[src/rtl/crw_pkg.sv]
package crw_pkg;

  // Field widths
  localparam int COORD_WIDTH    = 13;
  localparam int RADIUS_WIDTH   = 10;
  localparam int SQRT_FRAC_BITS = 8;
  localparam int CTR_WIDTH      = 12;

  // Offsets from the center, their magnitudes and the sum of squares
  localparam int WIDE_CR = (COORD_WIDTH > CTR_WIDTH) ? COORD_WIDTH : CTR_WIDTH;
  localparam int OFS_W   = WIDE_CR + 2;
  localparam int MAG_W   = OFS_W - 1;
  localparam int SQ_W    = 2 * MAG_W + 1;
  localparam int EXT_W   = ((WIDE_CR > RADIUS_WIDTH) ? WIDE_CR : RADIUS_WIDTH) + 1;

  // Square-root unit: ROOT_SPC result bits per cycle
  localparam int ROOT_SPC   = 4;
  localparam int ROOT_PAIRS = (SQ_W + 1) / 2;
  localparam int ROOT_ITER  =
    ((ROOT_PAIRS + SQRT_FRAC_BITS + ROOT_SPC - 1) / ROOT_SPC) * ROOT_SPC;
  localparam int ROOT_IN_W  = 2 * (ROOT_ITER - SQRT_FRAC_BITS);
  localparam int ROOT_Y_W   = ROOT_ITER;
  localparam int ROOT_CYC   = ROOT_ITER / ROOT_SPC;
  localparam int ROOT_CNT_W = $clog2(ROOT_CYC + 1);
  localparam int ERR_W      = (ROOT_Y_W > RADIUS_WIDTH + SQRT_FRAC_BITS) ?
                              ROOT_Y_W : RADIUS_WIDTH + SQRT_FRAC_BITS;

  // Stream payloads
  localparam int IN_RAW_W   = 2 * CTR_WIDTH + RADIUS_WIDTH;
  localparam int IN_DATA_W  = ((IN_RAW_W + 7) / 8) * 8;
  localparam int OUT_RAW_W  = 2 * COORD_WIDTH;
  localparam int OUT_DATA_W = ((OUT_RAW_W + 7) / 8) * 8;

  // Register port
  localparam int APB_AW    = 3;
  localparam int APB_DW    = 32;
  localparam int REG_IDX_W = APB_AW - 2;
  localparam logic [REG_IDX_W-1:0] REG_CIRCLE_DOT = '0;

  // Request kinds
  localparam logic ACT_START = 1'b0;
  localparam logic ACT_STEP  = 1'b1;

  // Quadrants and candidate moves
  localparam logic [1:0] QD_RIGHT = 2'd0;
  localparam logic [1:0] QD_DOWN  = 2'd1;
  localparam logic [1:0] QD_LEFT  = 2'd2;
  localparam logic [1:0] QD_UP    = 2'd3;

  localparam logic [1:0] CAND_FIRST  = 2'd0;
  localparam logic [1:0] CAND_SECOND = 2'd1;
  localparam logic [1:0] CAND_LAST   = 2'd2;

  localparam logic [1:0] D_ZERO  = 2'b00;
  localparam logic [1:0] D_PLUS  = 2'b01;
  localparam logic [1:0] D_MINUS = 2'b11;

  function automatic logic [1:0] cand_dx(input logic [1:0] q, input logic [1:0] j);
    logic [1:0] d;
    unique case (q)
      QD_RIGHT: d = D_PLUS;
      QD_LEFT:  d = D_MINUS;
      default:  d = (j == CAND_FIRST) ? D_ZERO : ((j == CAND_SECOND) ? D_PLUS : D_MINUS);
    endcase
    return d;
  endfunction

  function automatic logic [1:0] cand_dy(input logic [1:0] q, input logic [1:0] j);
    logic [1:0] d;
    unique case (q)
      QD_DOWN: d = D_MINUS;
      QD_UP:   d = D_PLUS;
      default: d = (j == CAND_FIRST) ? D_ZERO : ((j == CAND_SECOND) ? D_MINUS : D_PLUS);
    endcase
    return d;
  endfunction

  // Microcode
  localparam int PC_W = 4;
  typedef logic [PC_W-1:0] pc_t;

  typedef enum logic [3:0] {
    OP_FETCH,
    OP_NOP,
    OP_LOAD,
    OP_EMIT_DOT,
    OP_EMIT_TOP,
    OP_QUAD,
    OP_SQX,
    OP_SQY,
    OP_ROOT_LD,
    OP_ROOT_WAIT,
    OP_CMP,
    OP_EMIT_STEP
  } op_e;

  typedef enum logic [2:0] {
    C_NEVER,
    C_ALWAYS,
    C_NO_ACCEPT,
    C_IS_STEP,
    C_NO_DOT,
    C_NOT_ACTIVE,
    C_ROOT_BUSY,
    C_J_MORE
  } cond_e;

  typedef struct packed {
    op_e   op;
    cond_e cond;
    logic  wait_out;
    pc_t   target;
  } uword_t;

  typedef struct packed {
    logic accept;
    logic is_step;
    logic no_dot;
    logic not_active;
    logic root_busy;
    logic j_more;
    logic out_full;
  } stat_t;

  typedef struct packed {
    op_e  op;
    logic fire;
  } ctrl_t;

  localparam pc_t PC_FETCH     = 4'd0;
  localparam pc_t PC_DISPATCH  = 4'd1;
  localparam pc_t PC_LOAD      = 4'd2;
  localparam pc_t PC_EMIT_DOT  = 4'd3;
  localparam pc_t PC_EMIT_TOP  = 4'd4;
  localparam pc_t PC_QUAD      = 4'd5;
  localparam pc_t PC_SQX       = 4'd6;
  localparam pc_t PC_SQY       = 4'd7;
  localparam pc_t PC_ROOT_LD   = 4'd8;
  localparam pc_t PC_ROOT_WAIT = 4'd9;
  localparam pc_t PC_CMP       = 4'd10;
  localparam pc_t PC_EMIT_STEP = 4'd11;
  localparam pc_t PC_LAST      = PC_EMIT_STEP;

  function automatic uword_t mk_word(input op_e op, input cond_e cond,
                                     input logic wait_out, input pc_t target);
    uword_t w;
    w.op       = op;
    w.cond     = cond;
    w.wait_out = wait_out;
    w.target   = target;
    return w;
  endfunction

  function automatic uword_t ucode_rom(input pc_t pc);
    uword_t w;
    unique case (pc)
      PC_FETCH:     w = mk_word(OP_FETCH,     C_NO_ACCEPT,  1'b0, PC_FETCH);
      PC_DISPATCH:  w = mk_word(OP_NOP,       C_IS_STEP,    1'b0, PC_QUAD);
      PC_LOAD:      w = mk_word(OP_LOAD,      C_NO_DOT,     1'b0, PC_EMIT_TOP);
      PC_EMIT_DOT:  w = mk_word(OP_EMIT_DOT,  C_NEVER,      1'b1, PC_FETCH);
      PC_EMIT_TOP:  w = mk_word(OP_EMIT_TOP,  C_ALWAYS,     1'b1, PC_FETCH);
      PC_QUAD:      w = mk_word(OP_QUAD,      C_NOT_ACTIVE, 1'b0, PC_FETCH);
      PC_SQX:       w = mk_word(OP_SQX,       C_NEVER,      1'b0, PC_FETCH);
      PC_SQY:       w = mk_word(OP_SQY,       C_NEVER,      1'b0, PC_FETCH);
      PC_ROOT_LD:   w = mk_word(OP_ROOT_LD,   C_NEVER,      1'b0, PC_FETCH);
      PC_ROOT_WAIT: w = mk_word(OP_ROOT_WAIT, C_ROOT_BUSY,  1'b0, PC_ROOT_WAIT);
      PC_CMP:       w = mk_word(OP_CMP,       C_J_MORE,     1'b0, PC_SQX);
      PC_EMIT_STEP: w = mk_word(OP_EMIT_STEP, C_ALWAYS,     1'b1, PC_FETCH);
      default:      w = mk_word(OP_NOP,       C_ALWAYS,     1'b0, PC_FETCH);
    endcase
    return w;
  endfunction

endpackage

[src/rtl/circle_rasterizer_walk.sv]
// Circle rasterizer, nearest-pixel walk.
// Requests arrive on the s_axis channel. tuser = 0 starts a circle from the
// center and radius in tdata and emits the top pixel, preceded by the center
// pixel when register circle_dot (APB address 0, bit 0) is set. tuser = 1
// advances one pixel clockwise and emits it; such a request is dropped with
// no result while no circle is running. Pixels leave on m_axis: tlast marks
// the last pixel of a request, tuser flags the pixel that closes the circle.
// A start request passes fetch, dispatch, load and the emit steps. A step
// request computes three candidate distances, each by squaring the x and
// y offsets, a load and a wait in the shared square-root unit (four result
// bits per cycle) plus a compare, around fetch, quadrant and emit steps.
// One request is in work at a time; s_axis_tready is high only while the
// sequencer waits for a request, which may overlap a pixel still waiting
// in the output register.
// When m_axis_tready is low the pixel holds in the output register and the
// sequencer stalls on its next emit. Reset clears the running circle, the
// output register and circle_dot.
module circle_rasterizer_walk import crw_pkg::*; (
  input  logic                  clk_i,
  input  logic                  rst_ni,
  // APB register port
  input  logic                  psel,
  input  logic                  penable,
  input  logic                  pwrite,
  input  logic [APB_AW-1:0]     paddr,
  input  logic [APB_DW-1:0]     pwdata,
  output logic [APB_DW-1:0]     prdata,
  output logic                  pready,
  // requests
  input  logic                  s_axis_tvalid,
  output logic                  s_axis_tready,
  input  logic [IN_DATA_W-1:0]  s_axis_tdata,   // center_x, center_y, radius, zero pad
  input  logic                  s_axis_tuser,   // action
  // pixels
  output logic                  m_axis_tvalid,
  input  logic                  m_axis_tready,
  output logic [OUT_DATA_W-1:0] m_axis_tdata,   // point_x, point_y, zero pad
  output logic                  m_axis_tlast,   // last_of_run
  output logic                  m_axis_tuser    // finished
);

  ctrl_t ctrl;
  stat_t stat;

  logic circle_dot_q;

  logic                    req_action_q;
  logic [CTR_WIDTH-1:0]    req_cx_q, req_cy_q;
  logic [RADIUS_WIDTH-1:0] req_rad_q;

  logic [CTR_WIDTH-1:0]    ctr_x_q, ctr_y_q;
  logic [RADIUS_WIDTH-1:0] rad_q;
  logic [COORD_WIDTH-1:0]  cur_x_q, cur_y_q;
  logic                    active_q;

  logic signed [OFS_W-1:0] ox_q, oy_q;
  logic [1:0]              q_q, j_q, best_q;
  logic [ERR_W-1:0]        best_err_q;
  logic [2*MAG_W-1:0]      prod_q, sqx_q;

  logic                    out_valid_q;
  logic [COORD_WIDTH-1:0]  out_x_q, out_y_q;
  logic                    out_last_q, out_fin_q;

  logic accept;
  logic cfg_wr;
  logic fire_load, fire_quad, fire_sqx, fire_sqy, fire_root, fire_cmp, fire_step;
  logic emit;

  // ---------------------------------------------------------------- APB
  assign pready = 1'b1;
  assign cfg_wr = psel & penable & pwrite & pready;
  assign prdata = (paddr[APB_AW-1:2] == REG_CIRCLE_DOT) ? APB_DW'(circle_dot_q) : '0;

  always_ff @(posedge clk_i or negedge rst_ni) begin
    if (!rst_ni) begin
      circle_dot_q <= 1'b0;
    end else if (cfg_wr && (paddr[APB_AW-1:2] == REG_CIRCLE_DOT)) begin
      circle_dot_q <= pwdata[0];
    end
  end

  // ---------------------------------------------------------------- sequencer
  assign s_axis_tready = (ctrl.op == OP_FETCH);
  assign accept        = s_axis_tvalid & s_axis_tready;

  assign fire_load = ctrl.fire && (ctrl.op == OP_LOAD);
  assign fire_quad = ctrl.fire && (ctrl.op == OP_QUAD);
  assign fire_sqx  = ctrl.fire && (ctrl.op == OP_SQX);
  assign fire_sqy  = ctrl.fire && (ctrl.op == OP_SQY);
  assign fire_root = ctrl.fire && (ctrl.op == OP_ROOT_LD);
  assign fire_cmp  = ctrl.fire && (ctrl.op == OP_CMP);
  assign fire_step = ctrl.fire && (ctrl.op == OP_EMIT_STEP);
  assign emit      = ctrl.fire && ((ctrl.op == OP_EMIT_DOT) || (ctrl.op == OP_EMIT_TOP) ||
                                   (ctrl.op == OP_EMIT_STEP));

  logic                root_busy;
  logic [ROOT_Y_W-1:0] root_y;
  logic [SQ_W-1:0]     radicand;

  assign stat.accept     = accept;
  assign stat.is_step    = (req_action_q == ACT_STEP);
  assign stat.no_dot     = !circle_dot_q;
  assign stat.not_active = !active_q;
  assign stat.root_busy  = root_busy;
  assign stat.j_more     = (j_q != CAND_LAST);
  assign stat.out_full   = out_valid_q & !m_axis_tready;

  crw_ucode u_ucode (
    .clk_i  (clk_i),
    .rst_ni (rst_ni),
    .stat_i (stat),
    .ctrl_o (ctrl)
  );

  assign radicand = SQ_W'(sqx_q) + SQ_W'(prod_q);

  crw_root u_root (
    .clk_i      (clk_i),
    .rst_ni     (rst_ni),
    .start_i    (fire_root),
    .radicand_i (radicand),
    .busy_o     (root_busy),
    .root_o     (root_y)
  );

  // ---------------------------------------------------------------- request capture
  always_ff @(posedge clk_i) begin
    if (accept) begin
      req_action_q <= s_axis_tuser;
      req_cx_q     <= s_axis_tdata[CTR_WIDTH-1:0];
      req_cy_q     <= s_axis_tdata[2*CTR_WIDTH-1:CTR_WIDTH];
      req_rad_q    <= s_axis_tdata[2*CTR_WIDTH+RADIUS_WIDTH-1:2*CTR_WIDTH];
    end
  end

  // ---------------------------------------------------------------- start
  logic signed [EXT_W-1:0] ld_cx, ld_cy, ld_top, dot_y;

  assign ld_cx  = EXT_W'($signed(req_cx_q));
  assign ld_cy  = EXT_W'($signed(req_cy_q));
  assign ld_top = ld_cy + $signed(EXT_W'(req_rad_q));
  assign dot_y  = EXT_W'($signed(ctr_y_q));

  // ---------------------------------------------------------------- quadrant
  logic signed [OFS_W-1:0] ox_c, oy_c;
  logic                    steep;
  logic [1:0]              quad_c;

  assign ox_c = OFS_W'($signed(cur_x_q)) - OFS_W'($signed(ctr_x_q));
  assign oy_c = OFS_W'($signed(cur_y_q)) - OFS_W'($signed(ctr_y_q));

  always_comb begin
    priority if (ox_c == 0) begin
      steep = 1'b1;
    end else if (ox_c > 0) begin
      steep = (oy_c >= ox_c) || (oy_c < -ox_c);
    end else begin
      steep = (oy_c <= ox_c) || (oy_c > -ox_c);
    end
    if (steep) begin
      quad_c = (oy_c > 0) ? QD_RIGHT : QD_LEFT;
    end else begin
      quad_c = (ox_c > 0) ? QD_DOWN : QD_UP;
    end
  end

  // ---------------------------------------------------------------- squares
  logic signed [OFS_W-1:0] off_c;
  logic [MAG_W-1:0]        mag_c;
  logic [2*MAG_W-1:0]      mag_sq;

  assign off_c  = (ctrl.op == OP_SQY) ? oy_q + OFS_W'($signed(cand_dy(q_q, j_q)))
                                      : ox_q + OFS_W'($signed(cand_dx(q_q, j_q)));
  assign mag_c  = off_c[OFS_W-1] ? MAG_W'(-off_c) : MAG_W'(off_c);
  assign mag_sq = mag_c * mag_c;

  // ---------------------------------------------------------------- distance error
  logic [ERR_W-1:0] y_ext, tgt, err;

  assign y_ext = ERR_W'(root_y);
  assign tgt   = ERR_W'({rad_q, {SQRT_FRAC_BITS{1'b0}}});
  assign err   = (y_ext >= tgt) ? y_ext - tgt : tgt - y_ext;

  // ---------------------------------------------------------------- move
  logic [COORD_WIDTH-1:0]  nx_c, ny_c;
  logic signed [OFS_W-1:0] nx_off, ny_off;
  logic                    step_fin;

  assign nx_c     = cur_x_q + COORD_WIDTH'($signed(cand_dx(q_q, best_q)));
  assign ny_c     = cur_y_q + COORD_WIDTH'($signed(cand_dy(q_q, best_q)));
  assign nx_off   = OFS_W'($signed(nx_c)) - OFS_W'($signed(ctr_x_q));
  assign ny_off   = OFS_W'($signed(ny_c)) - OFS_W'($signed(ctr_y_q));
  assign step_fin = (nx_off == OFS_W'(-1)) && (ny_off > 0);

  // ---------------------------------------------------------------- circle state
  always_ff @(posedge clk_i or negedge rst_ni) begin
    if (!rst_ni) begin
      ctr_x_q  <= '0;
      ctr_y_q  <= '0;
      rad_q    <= '0;
      cur_x_q  <= '0;
      cur_y_q  <= '0;
      active_q <= 1'b0;
    end else if (fire_load) begin
      ctr_x_q  <= req_cx_q;
      ctr_y_q  <= req_cy_q;
      rad_q    <= req_rad_q;
      cur_x_q  <= ld_cx[COORD_WIDTH-1:0];
      cur_y_q  <= ld_top[COORD_WIDTH-1:0];
      active_q <= (req_rad_q != '0);
    end else if (fire_step) begin
      cur_x_q <= nx_c;
      cur_y_q <= ny_c;
      if (step_fin) begin
        active_q <= 1'b0;
      end
    end
  end

  // ---------------------------------------------------------------- step datapath
  always_ff @(posedge clk_i) begin
    if (fire_quad) begin
      ox_q <= ox_c;
      oy_q <= oy_c;
      q_q  <= quad_c;
      j_q  <= CAND_FIRST;
    end
    if (fire_sqx) begin
      prod_q <= mag_sq;
    end
    if (fire_sqy) begin
      sqx_q  <= prod_q;
      prod_q <= mag_sq;
    end
    if (fire_cmp) begin
      // keep the earlier candidate on a tie
      if ((j_q == CAND_FIRST) || (err < best_err_q)) begin
        best_err_q <= err;
        best_q     <= j_q;
      end
      if (j_q != CAND_LAST) begin
        j_q <= j_q + 1'b1;
      end
    end
  end

  // ---------------------------------------------------------------- output register
  always_ff @(posedge clk_i or negedge rst_ni) begin
    if (!rst_ni) begin
      out_valid_q <= 1'b0;
    end else if (emit) begin
      out_valid_q <= 1'b1;
    end else if (m_axis_tready) begin
      out_valid_q <= 1'b0;
    end
  end

  always_ff @(posedge clk_i) begin
    if (emit) begin
      unique case (ctrl.op)
        OP_EMIT_DOT: begin
          out_x_q    <= cur_x_q;
          out_y_q    <= dot_y[COORD_WIDTH-1:0];
          out_last_q <= 1'b0;
          out_fin_q  <= 1'b0;
        end
        OP_EMIT_TOP: begin
          out_x_q    <= cur_x_q;
          out_y_q    <= cur_y_q;
          out_last_q <= 1'b1;
          out_fin_q  <= (rad_q == '0);
        end
        default: begin
          out_x_q    <= nx_c;
          out_y_q    <= ny_c;
          out_last_q <= 1'b1;
          out_fin_q  <= step_fin;
        end
      endcase
    end
  end

  assign m_axis_tvalid = out_valid_q;
  assign m_axis_tdata  = OUT_DATA_W'({out_y_q, out_x_q});
  assign m_axis_tlast  = out_last_q;
  assign m_axis_tuser  = out_fin_q;

  // ---------------------------------------------------------------- checks
  a_fin_is_last: assert property (@(posedge clk_i) disable iff (!rst_ni)
    (m_axis_tvalid && m_axis_tuser) |-> m_axis_tlast)
    else $error("closing pixel not marked as last of its request");

  a_step_active: assert property (@(posedge clk_i) disable iff (!rst_ni)
    fire_step |-> active_q)
    else $error("step pixel emitted with no circle running");

  a_cursor_hold: assert property (@(posedge clk_i) disable iff (!rst_ni)
    !(fire_load || fire_step) |=> ($stable(cur_x_q) && $stable(cur_y_q)))
    else $error("cursor moved outside a load or a step emit");

endmodule

[src/rtl/crw_root.sv]
module crw_root import crw_pkg::*; (
  input  logic                clk_i,
  input  logic                rst_ni,
  input  logic                start_i,
  input  logic [SQ_W-1:0]     radicand_i,
  output logic                busy_o,
  output logic [ROOT_Y_W-1:0] root_o
);

  logic                  busy_q, busy_d;
  logic [ROOT_CNT_W-1:0] cnt_q, cnt_d;
  logic [ROOT_IN_W-1:0]  s_q, s_d;
  logic [ROOT_Y_W+1:0]   rem_q, rem_d;
  logic [ROOT_Y_W-1:0]   y_q, y_d;

  // ROOT_SPC restoring square-root steps per cycle
  always_comb begin
    logic [ROOT_IN_W-1:0] s_v;
    logic [ROOT_Y_W+1:0]  rem_v;
    logic [ROOT_Y_W+1:0]  trial_v;
    logic [ROOT_Y_W-1:0]  y_v;
    logic [1:0]           pair_v;
    s_v   = s_q;
    rem_v = rem_q;
    y_v   = y_q;
    for (int k = 0; k < ROOT_SPC; k++) begin
      pair_v  = s_v[ROOT_IN_W-1 -: 2];
      s_v     = s_v << 2;
      rem_v   = {rem_v[ROOT_Y_W-1:0], pair_v};
      trial_v = {y_v, 2'b01};
      if (rem_v >= trial_v) begin
        rem_v = rem_v - trial_v;
        y_v   = {y_v[ROOT_Y_W-2:0], 1'b1};
      end else begin
        y_v   = {y_v[ROOT_Y_W-2:0], 1'b0};
      end
    end

    busy_d = busy_q;
    cnt_d  = cnt_q;
    s_d    = s_q;
    rem_d  = rem_q;
    y_d    = y_q;
    if (start_i) begin
      busy_d = 1'b1;
      cnt_d  = ROOT_CNT_W'(ROOT_CYC);
      s_d    = ROOT_IN_W'(radicand_i);
      rem_d  = '0;
      y_d    = '0;
    end else if (busy_q) begin
      busy_d = (cnt_q != ROOT_CNT_W'(1));
      cnt_d  = cnt_q - 1'b1;
      s_d    = s_v;
      rem_d  = rem_v;
      y_d    = y_v;
    end
  end

  always_ff @(posedge clk_i or negedge rst_ni) begin
    if (!rst_ni) begin
      busy_q <= 1'b0;
      cnt_q  <= '0;
    end else begin
      busy_q <= busy_d;
      cnt_q  <= cnt_d;
    end
  end

  always_ff @(posedge clk_i) begin
    s_q   <= s_d;
    rem_q <= rem_d;
    y_q   <= y_d;
  end

  assign busy_o = busy_q;
  assign root_o = y_q;

  a_cnt_busy: assert property (@(posedge clk_i) disable iff (!rst_ni)
    busy_q |-> (cnt_q != '0))
    else $error("root unit busy with an exhausted step count");

endmodule

[src/rtl/crw_ucode.sv]
module crw_ucode import crw_pkg::*; (
  input  logic  clk_i,
  input  logic  rst_ni,
  input  stat_t stat_i,
  output ctrl_t ctrl_o
);

  pc_t    pc_q, pc_d;
  uword_t word;
  logic   hold;
  logic   taken;

  assign word = ucode_rom(pc_q);
  // hold an emitting word while the output register is occupied
  assign hold = word.wait_out & stat_i.out_full;

  always_comb begin
    unique case (word.cond)
      C_NEVER:      taken = 1'b0;
      C_ALWAYS:     taken = 1'b1;
      C_NO_ACCEPT:  taken = !stat_i.accept;
      C_IS_STEP:    taken = stat_i.is_step;
      C_NO_DOT:     taken = stat_i.no_dot;
      C_NOT_ACTIVE: taken = stat_i.not_active;
      C_ROOT_BUSY:  taken = stat_i.root_busy;
      C_J_MORE:     taken = stat_i.j_more;
    endcase
  end

  always_comb begin
    priority if (hold) begin
      pc_d = pc_q;
    end else if (taken) begin
      pc_d = word.target;
    end else begin
      pc_d = pc_q + 1'b1;
    end
  end

  always_ff @(posedge clk_i or negedge rst_ni) begin
    if (!rst_ni) begin
      pc_q <= PC_FETCH;
    end else begin
      pc_q <= pc_d;
    end
  end

  assign ctrl_o.op   = word.op;
  assign ctrl_o.fire = !hold;

  a_pc_range: assert property (@(posedge clk_i) disable iff (!rst_ni)
    pc_q <= PC_LAST)
    else $error("step counter left the program");

  a_root_idle_at_fetch: assert property (@(posedge clk_i) disable iff (!rst_ni)
    (pc_q == PC_FETCH) |-> !stat_i.root_busy)
    else $error("square-root unit still busy when a new request is taken");

endmodule
[config.mk]
export PLATFORM = sky130hd
export DESIGN_NAME = circle_rasterizer_walk
export DESIGN_NICKNAME = d
export VERILOG_FILES = /design/src/rtl/crw_pkg.sv /design/src/rtl/circle_rasterizer_walk.sv /design/src/rtl/crw_root.sv /design/src/rtl/crw_ucode.sv
export SDC_FILE = /design/constraint.sdc
export NUM_CORES = 2
export LEC_CHECK = 0
export BUFFER_PORTS_ARGS = -buffer_cell sky130_fd_sc_hd__buf_2
export CORE_MARGIN = 8
export CORE_UTILIZATION = 64
export DETAILED_ROUTE_END_ITERATION = 7
export GPL_TIMING_DRIVEN = 0
export PLACE_DENSITY_LB_ADDON = 0.2
export SLEW_MARGIN = 15
export SYNTH_ARGS = -nofsm -noshare
export SYNTH_HDL_FRONTEND = slang
export SYNTH_SLANG_ARGS = --single-unit
[constraint.sdc]
create_clock -name clk_i -period 12.5 [get_ports clk_i]
set_input_delay 1.25 -clock clk_i [delete_from_list [all_inputs] [get_ports clk_i]]
set_output_delay 1.25 -clock clk_i [all_outputs]
set_load 0.01 [all_outputs]
* Word level (Yosys, flattened, before mapping) *
Memory sizes are Yosys's and may differ from the RTL's.
Index checks and enable logic that the tools add are counted.

storage, ports and cells
  flip-flop bits (word level) = 328
  bits in latches = 0
  RAM bits = 0
  ROM bits = 192
  bits of input ports = 83
  output and inout bits = 69
  logic and storage cells = 188
  memories kept = 1

memories
  name             depth  width  read ports  clocked after Yosys merged registers in  write ports  line            source
  (no name shown)  16     12     1           0                                        0            crw_pkg.sv:156  unique case (pc)

operators by class
  add/sub/neg operators = 21
  multiply operators = 1
  divide/modulo/power cells = 0
  order comparisons = 13
  eq/ne operators = 24
  shift operators = 0
  multiplexer cells = 55
  bitwise operators = 6
  reduce and logical (&&, ||, !) cells = 36

operators by type and width
  operator               count
  $mux W24               5
  $ge A26 B26 Y1         4
  $sub A24 B24 Y24       4
  $mux W13               5
  $mux W29               2
  $mux W28               2
  $sub A13 B12 Y14       4
  $gt A14 B1 Y1 const B  3
  $logic_not A32 Y1      1
  $add A14 B2 Y15        2
  $add A28 B28 Y29       1
  $mul A14 B14 Y28       1
  $mux W2                14
  $add A13 B13 Y13       2
  $pmux W13 S2           1
  $ge A24 B18 Y1         1
  $lt A24 B24 Y1         1
  $sub A18 B24 Y24       1
  $sub A24 B18 Y24       1
  $eq A4 B3 Y1 const B   4
  $pmux W2 S2            4
  $gt A14 B15 Y1         1
  $lt A14 B15 Y1         1
  $mux W1                15
  other kinds (37)       76

* Logic depth before layout (Yosys ltp) *
  depth after elaboration = 11
  mapped depth = 53
  depth with buffers taken out = 50

* By module *
A second synthesis with hierarchy kept.

second synthesis, totals
  cells, all modules = 3702
  area, all modules = 33168.1 um2

by module, submodules not included
  module                  instances  cells an instance  area an instance (um2)  seq. area each (um2)
  circle_rasterizer_walk  1          2463               23237.3                 6811.5
  crw_root                1          1164               9300.2                  1991.9
  crw_ucode               1          75                 630.6                   100.1

* Least setup slack after synthesis *
Ideal clock, no wire load.

  kind = reg2reg
  start = register u_root.y_q[18] (netlist: u_root.root_o[18])
  end = register u_root.rem_q[1]
  setup time = 86 ps
  arrival time = 10134 ps
  required time = 12414 ps
  slack = 2281 ps
  cell stages (with the launch flop) = 48
  path buffers = 10
  clock period less this slack = 10219 ps
  cell sequence = dfxtp_1 -> clkbuf_1 -> inv_1 -> ha_1 -> nand4_1 -> inv_1 -> a21oi_1 -> o211ai_1 -> nor2_1 -> clkbuf_1 -> clkbuf_1 -> buf_1 -> o21ai_0 -> ha_1 -> nand2_1 -> nor3_1 -> o32ai_1 -> a31oi_1 -> [... 12 more ...] -> or2_2 -> clkbuf_1 -> buf_2 -> a21oi_1 -> ha_1 -> clkbuf_1 -> a21oi_1 -> o21bai_1 -> a21oi_1 -> nor2_1 -> a211oi_1 -> nor2_1 -> a211oi_1 -> a31oi_2 -> nor2_1 -> buf_4 -> a21oi_1 -> a211oi_1

between the ends
  word-level cells in the longest chain between the ends = 8
  elaborated cells on any way between the ends = 14
  classes of those cells = add/sub (3); order compare (4); mux (7)

RTL lines
  element                                             line                            source
  from (decl)                                         crw_root.sv:14                  logic [ROOT_Y_W-1:0] y_q, y_d;
  from (signal assigned)                              crw_root.sv:72                  y_q <= y_d;
  $sub A24 B24 Y24 or $ge A26 B26 Y1 (tied branches)  crw_root.sv:32, crw_root.sv:31
  $mux W24 or $mux W1 (tied branches)                 crw_root.sv:31                  if (rem_v >= trial_v) begin
  $sub A24 B24 Y24 or $ge A26 B26 Y1 (tied branches)  crw_root.sv:32, crw_root.sv:31
  $mux W24 or $mux W1 (tied branches)                 crw_root.sv:31
  $ge A26 B26 Y1 or $sub A24 B24 Y24 (tied branches)  crw_root.sv:31, crw_root.sv:32
  $mux W24 or $mux W1 (tied branches)                 crw_root.sv:31
  $ge A26 B26 Y1 *                                    crw_root.sv:31
  $mux W24 *                                          crw_root.sv:31
  to (signal assigned)                                crw_root.sv:71                  rem_q <= rem_d;
  to (decl)                                           crw_root.sv:13                  logic [ROOT_Y_W+1:0] rem_q, rem_d;

Mark *: on every way between the ends. The rest lies on a longest branch, timed or not.
A chain may end at the register's enable or synchronous reset.

* Worst setup path after layout *
Ends and elaborated chain as after synthesis.

==> PnR_summary.wiki <==
{| class="wikitable"
! Metric !! Value
|-
| Status || finished clean
|-
| CTS tree || built
|-
| Area used by multi-input combinational logic || ~0.021 sq mm
|-
| Number of warnings printed during yosys synthesis || 0
|-
| Clock buffers created by TritonCTS || 36
|-
| Via count || 26750
|-
| Critical Path Source Type || flop
|-
| Critical path arrival || 12.41 ns
|-
| Number of remaining DRC errors || 0
|-
| Residual antenna-violating net count after detailed routing || 0
|-
| Initial Utilization || 0.6457
|-
| Final layout net count || 4381
|-
| Crit Path Class || reg -> reg
|-
| Asr flop ratio synth || 0.2178
|-
| Final Hold Vio Count || 0
|-
| Per-instance average area after synthesis || 8.958 sq um
|-
| Number of violations of the max-capacitance limit || 0
|-
| Flip-flop cell with the highest count after synthesis || sky130_fd_sc_hd__edfxtp_1
|-
| Bufs on Longest Clock Path || 3
|-
| Slew margin rel. || 0.2023
|-
| Cell depth of the worst hold path || 0
|-
| Depth of the CTS H-tree || 2
|-
| Wire length of the first global-routing pass || 135.9 mm
|-
| Antenna violations before repair || 0
|-
| Maximum operating frequency || 83.63 MHz
|-
| Final critical-path setup slack || 0.5427 ns
|-
| Max-slew violation count || 0
|-
| Routed len/inst || roughly 19 um
|-
| Launch point of the critical path || u_root.root_o[18]$_SDFFE_PP0P_
|-
| DP Cell Count || 4395
|-
| Class of the worst hold path || reg -> reg
|-
| Die area || roughly 0.058 sq mm
|-
| DR iter-0 viols || 2252
|-
| Height of the die || 240.8 um
|-
| Die span in x || 240.8 um
|-
| Total routing resource utilization after global routing || 0.2915
|-
| Largest stage delay, worst path || slightly above 0.5 ns
|-
| Reg-to-reg critical path startpoint || u_root.root_o[18]$_SDFFE_PP0P_
|-
| Final core utilization || 0.6995
|-
| Clock Pin Slew Worst Setup and Hold Paths || 0.06 ns
|-
| FILL cells || 4049
|-
| Routability-driven placement congestion ratio || 0.9736
|-
| Largest net degree at the start of global routing || 46
|-
| Sequential share of the synthesized area || 0.2754
|-
| Minimum period implied by the final worst setup slack || approximately 12 ns
|-
| Number of distinct library cells after synthesis || between 100 and 150
|-
| Final global-route overflow total || 0
|-
| Worst-margin pin slew || roughly 1.2 ns
|-
| Ports placed on the boundary || approximately 150
|-
| Synthesis-to-finish area growth || 8.332%
|-
| Antenna diode count || 0
|-
| Number of search-and-repair iterations in the first detailed-routing pass || 5
|-
| Fraction of the cycle the final worst path needs || 0.9566
|-
| Kind of end point of the critical path || flop
|-
| Final Routed Wirelength || 85.18 mm
|-
| Max Clock Skew || roughly 0.039 ns
|-
| Average via count per standard cell || 5.997
|-
| Max FO, Critical Path || 10
|-
| Hold_sp || prod_q[19]$_DFFE_PP_
|-
| Number of enable-type register cells in the synthesized netlist || between 200 and 250
|-
| Final number of setup-violating endpoints || 0
|-
| Floorplan row count || 82
|-
| Area taken by flip-flops and latches || approximately 0.009 sq mm
|-
| Number of buffers inserted by port buffering || between 70 and 80
|-
| Worst hold margin || around 0.46 ns
|-
| Num Clock Sinks || 326
|-
| Slowest CP cell || sky130_fd_sc_hd__nor4b_2
|-
| Fraction of final layout cells with drive strength greater than 1 || 0.07999
|-
| Most frequent cell on the critical path || sky130_fd_sc_hd__ha_1
|-
| Data required time of the worst path || between 10 and 15 ns
|-
| Post-synthesis cell area || 0.03233 sq mm
|-
| R2R cell count || 46
|-
| Synthesized netlist cell count || about 3600
|-
| Number of synthesized register bits || 326
|-
| Cell at the root of the clock tree || sky130_fd_sc_hd__clkbuf_16
|-
| Worst setup slack before clock tree synthesis || -1.254 ns
|-
| Post-detailed-placement half-perimeter wirelength || 67.56 mm
|-
| Core Area || 0.05007 sq mm
|-
| Final instance count without filler cells || 4460
|-
| Number of global-route vias before repair || between 20000 and 30000
|-
| Worst skew pair latency || about 0.56 ns
|}
## stage by stage
stage | area, sq um | setup TNS, ns
after global routing | 35020 | -0.005060
after floorplan | 32470 | 0
after global placement | 33680 | -26.74
final | 35020 | 0
after detailed placement | 33780 | -24.74
after CTS | 34980 | 0
## repair_timing
item,CTS,global route
gates resized for setup,9,11
setup endpoints to repair,25,25
setup buffers,0,1
hold buffers,0,0
pin swaps,0,1
## cell families after synthesis
logic type,synth area share
fa+ha+maj,0.2373
mux,0.02771
other cells,0.0002323
xor+xnor,0.06962
compound gates,0.1854
flops,0.2754
simple gates,0.1361
buf+inv,0.06819
## cell usage after synthesis (26+ instances only)
cell type,n,share of area
sky130_fd_sc_hd__a211oi_1,35,0.0081
sky130_fd_sc_hd__a21o_1,99,0.023
sky130_fd_sc_hd__a21oi_1,231,0.036
sky130_fd_sc_hd__buf_4,40,0.0093
sky130_fd_sc_hd__clkbuf_1,78,0.0091
sky130_fd_sc_hd__dfrtp_1,71,0.055
sky130_fd_sc_hd__dfxtp_1,53,0.033
sky130_fd_sc_hd__edfxtp_1,202,0.19
sky130_fd_sc_hd__fa_1,127,0.079
sky130_fd_sc_hd__ha_1,410,0.16
sky130_fd_sc_hd__inv_1,408,0.047
sky130_fd_sc_hd__mux2_2,26,0.0091
sky130_fd_sc_hd__mux2i_1,58,0.018
sky130_fd_sc_hd__nand2_1,270,0.031
sky130_fd_sc_hd__nand2b_1,39,0.0075
sky130_fd_sc_hd__nand3_1,47,0.0073
sky130_fd_sc_hd__nand4_1,31,0.0060
sky130_fd_sc_hd__nor2_1,279,0.032
sky130_fd_sc_hd__nor2b_1,45,0.0087
sky130_fd_sc_hd__nor3_1,69,0.011
sky130_fd_sc_hd__o21a_1,39,0.0091
sky130_fd_sc_hd__o21ai_0,245,0.038
sky130_fd_sc_hd__o21bai_1,46,0.011
sky130_fd_sc_hd__or2_2,27,0.0052
sky130_fd_sc_hd__xnor2_1,171,0.046
sky130_fd_sc_hd__xor2_1,86,0.023
## worst max-delay path: cells and delay by family, from the launching register on
kind / cells / cell delay, ns
DFF: 1 / 0.35
xor gates and xnor gates: 2 / 0.50
AOI/OAI and AO/OA: 20 / 4.83
buffers and inverters: 7 / 1.73
and+or+nand+nor: 13 / 2.99
adders and majority gates: 4 / 1.44
## layer usage
layer | up-vias | global-route usage | routed length, um
met5 | - | 0 | 0
li1 | 12940 | - | -
met3 | 223 | 0.04019 | 5820
met1 | 12600 | 0.3804 | 36360
met2 | 982 | 0.4819 | 39030
met4 | 0 | 0.1290 | 3981
## layout by cell type (no fill, tap or decap), types with 17 or more instances in the layout
| cell type | count |
|---|---|
| sky130_fd_sc_hd__a211oi_1 | 34 |
| sky130_fd_sc_hd__mux2i_1 | 58 |
| sky130_fd_sc_hd__edfxtp_1 | 202 |
| sky130_fd_sc_hd__a21oi_1 | 229 |
| sky130_fd_sc_hd__nand2_1 | 269 |
| sky130_fd_sc_hd__a22oi_1 | 19 |
| sky130_fd_sc_hd__a21o_1 | 99 |
| sky130_fd_sc_hd__fa_1 | 127 |
| sky130_fd_sc_hd__ha_1 | 410 |
| sky130_fd_sc_hd__clkbuf_1 | 81 |
| sky130_fd_sc_hd__inv_1 | 408 |
| sky130_fd_sc_hd__a21boi_0 | 25 |
| sky130_fd_sc_hd__o211ai_1 | 19 |
| sky130_fd_sc_hd__nor3_1 | 69 |
| sky130_fd_sc_hd__o21ai_0 | 244 |
| sky130_fd_sc_hd__nor2b_1 | 45 |
| sky130_fd_sc_hd__nor2_1 | 275 |
| sky130_fd_sc_hd__mux2_2 | 26 |
| sky130_fd_sc_hd__conb_1 | 38 |
| sky130_fd_sc_hd__buf_4 | 42 |
| sky130_fd_sc_hd__o21a_1 | 39 |
| sky130_fd_sc_hd__or2_2 | 27 |
| sky130_fd_sc_hd__dfxtp_1 | 53 |
| sky130_fd_sc_hd__a31oi_1 | 24 |
| sky130_fd_sc_hd__and3_1 | 22 |
| sky130_fd_sc_hd__nand2b_1 | 39 |
| sky130_fd_sc_hd__xnor2_1 | 171 |
| sky130_fd_sc_hd__nand4_1 | 31 |
| sky130_fd_sc_hd__or3_1 | 17 |
| sky130_fd_sc_hd__and2_1 | 18 |
| sky130_fd_sc_hd__clkbuf_16 | 37 |
| sky130_fd_sc_hd__xor2_1 | 86 |
| sky130_fd_sc_hd__dfrtp_1 | 71 |
| sky130_fd_sc_hd__nand3_1 | 47 |
| sky130_fd_sc_hd__buf_2 | 82 |
| sky130_fd_sc_hd__o21bai_1 | 46 |
## cell type report
type,instances,area share
inverter,412,0.04415
buffer,130,0.01893
clock inverter,14,0.004573
clock buffer,51,0.02908
tap,672,0.02401
multi-input combinational,2776,0.6116
sequential,326,0.2542
timing repair buffer,79,0.01343
## path summary, 6_finish.rpt
path / to / slack (ns)
max in group asynchronous: u_ucode.pc_q[0]$_DFFE_PN0N_ / 11.26
setup / recovery: u_root.rem_q[1]$_SDFFE_PP0P_ / 0.54
hold reg to reg: sqx_q[19]$_DFFE_PP_ / 0.46
min in group asynchronous: cur_x_q[10]$_DFFE_PN0P_ / 0.62
setup reg to reg: u_root.rem_q[1]$_SDFFE_PP0P_ / 0.54
hold / removal: sqx_q[19]$_DFFE_PP_ / 0.46
## registers in the layout, summed over array words and instances (netlist names), 13 cells and up
register and cells:
oy_q 14, cur_y_q 13, u_root.s_q 32, cur_x_q 13
sqx_q 27, prod_q 27, out_y_q 13, best_err_q 24
ox_q 14, out_x_q 13, u_root.rem_q 24, u_root.root_o 24
Power is not shown: default switching activity piles up to over one toggle a cycle in this logic, so the estimate is an artifact.
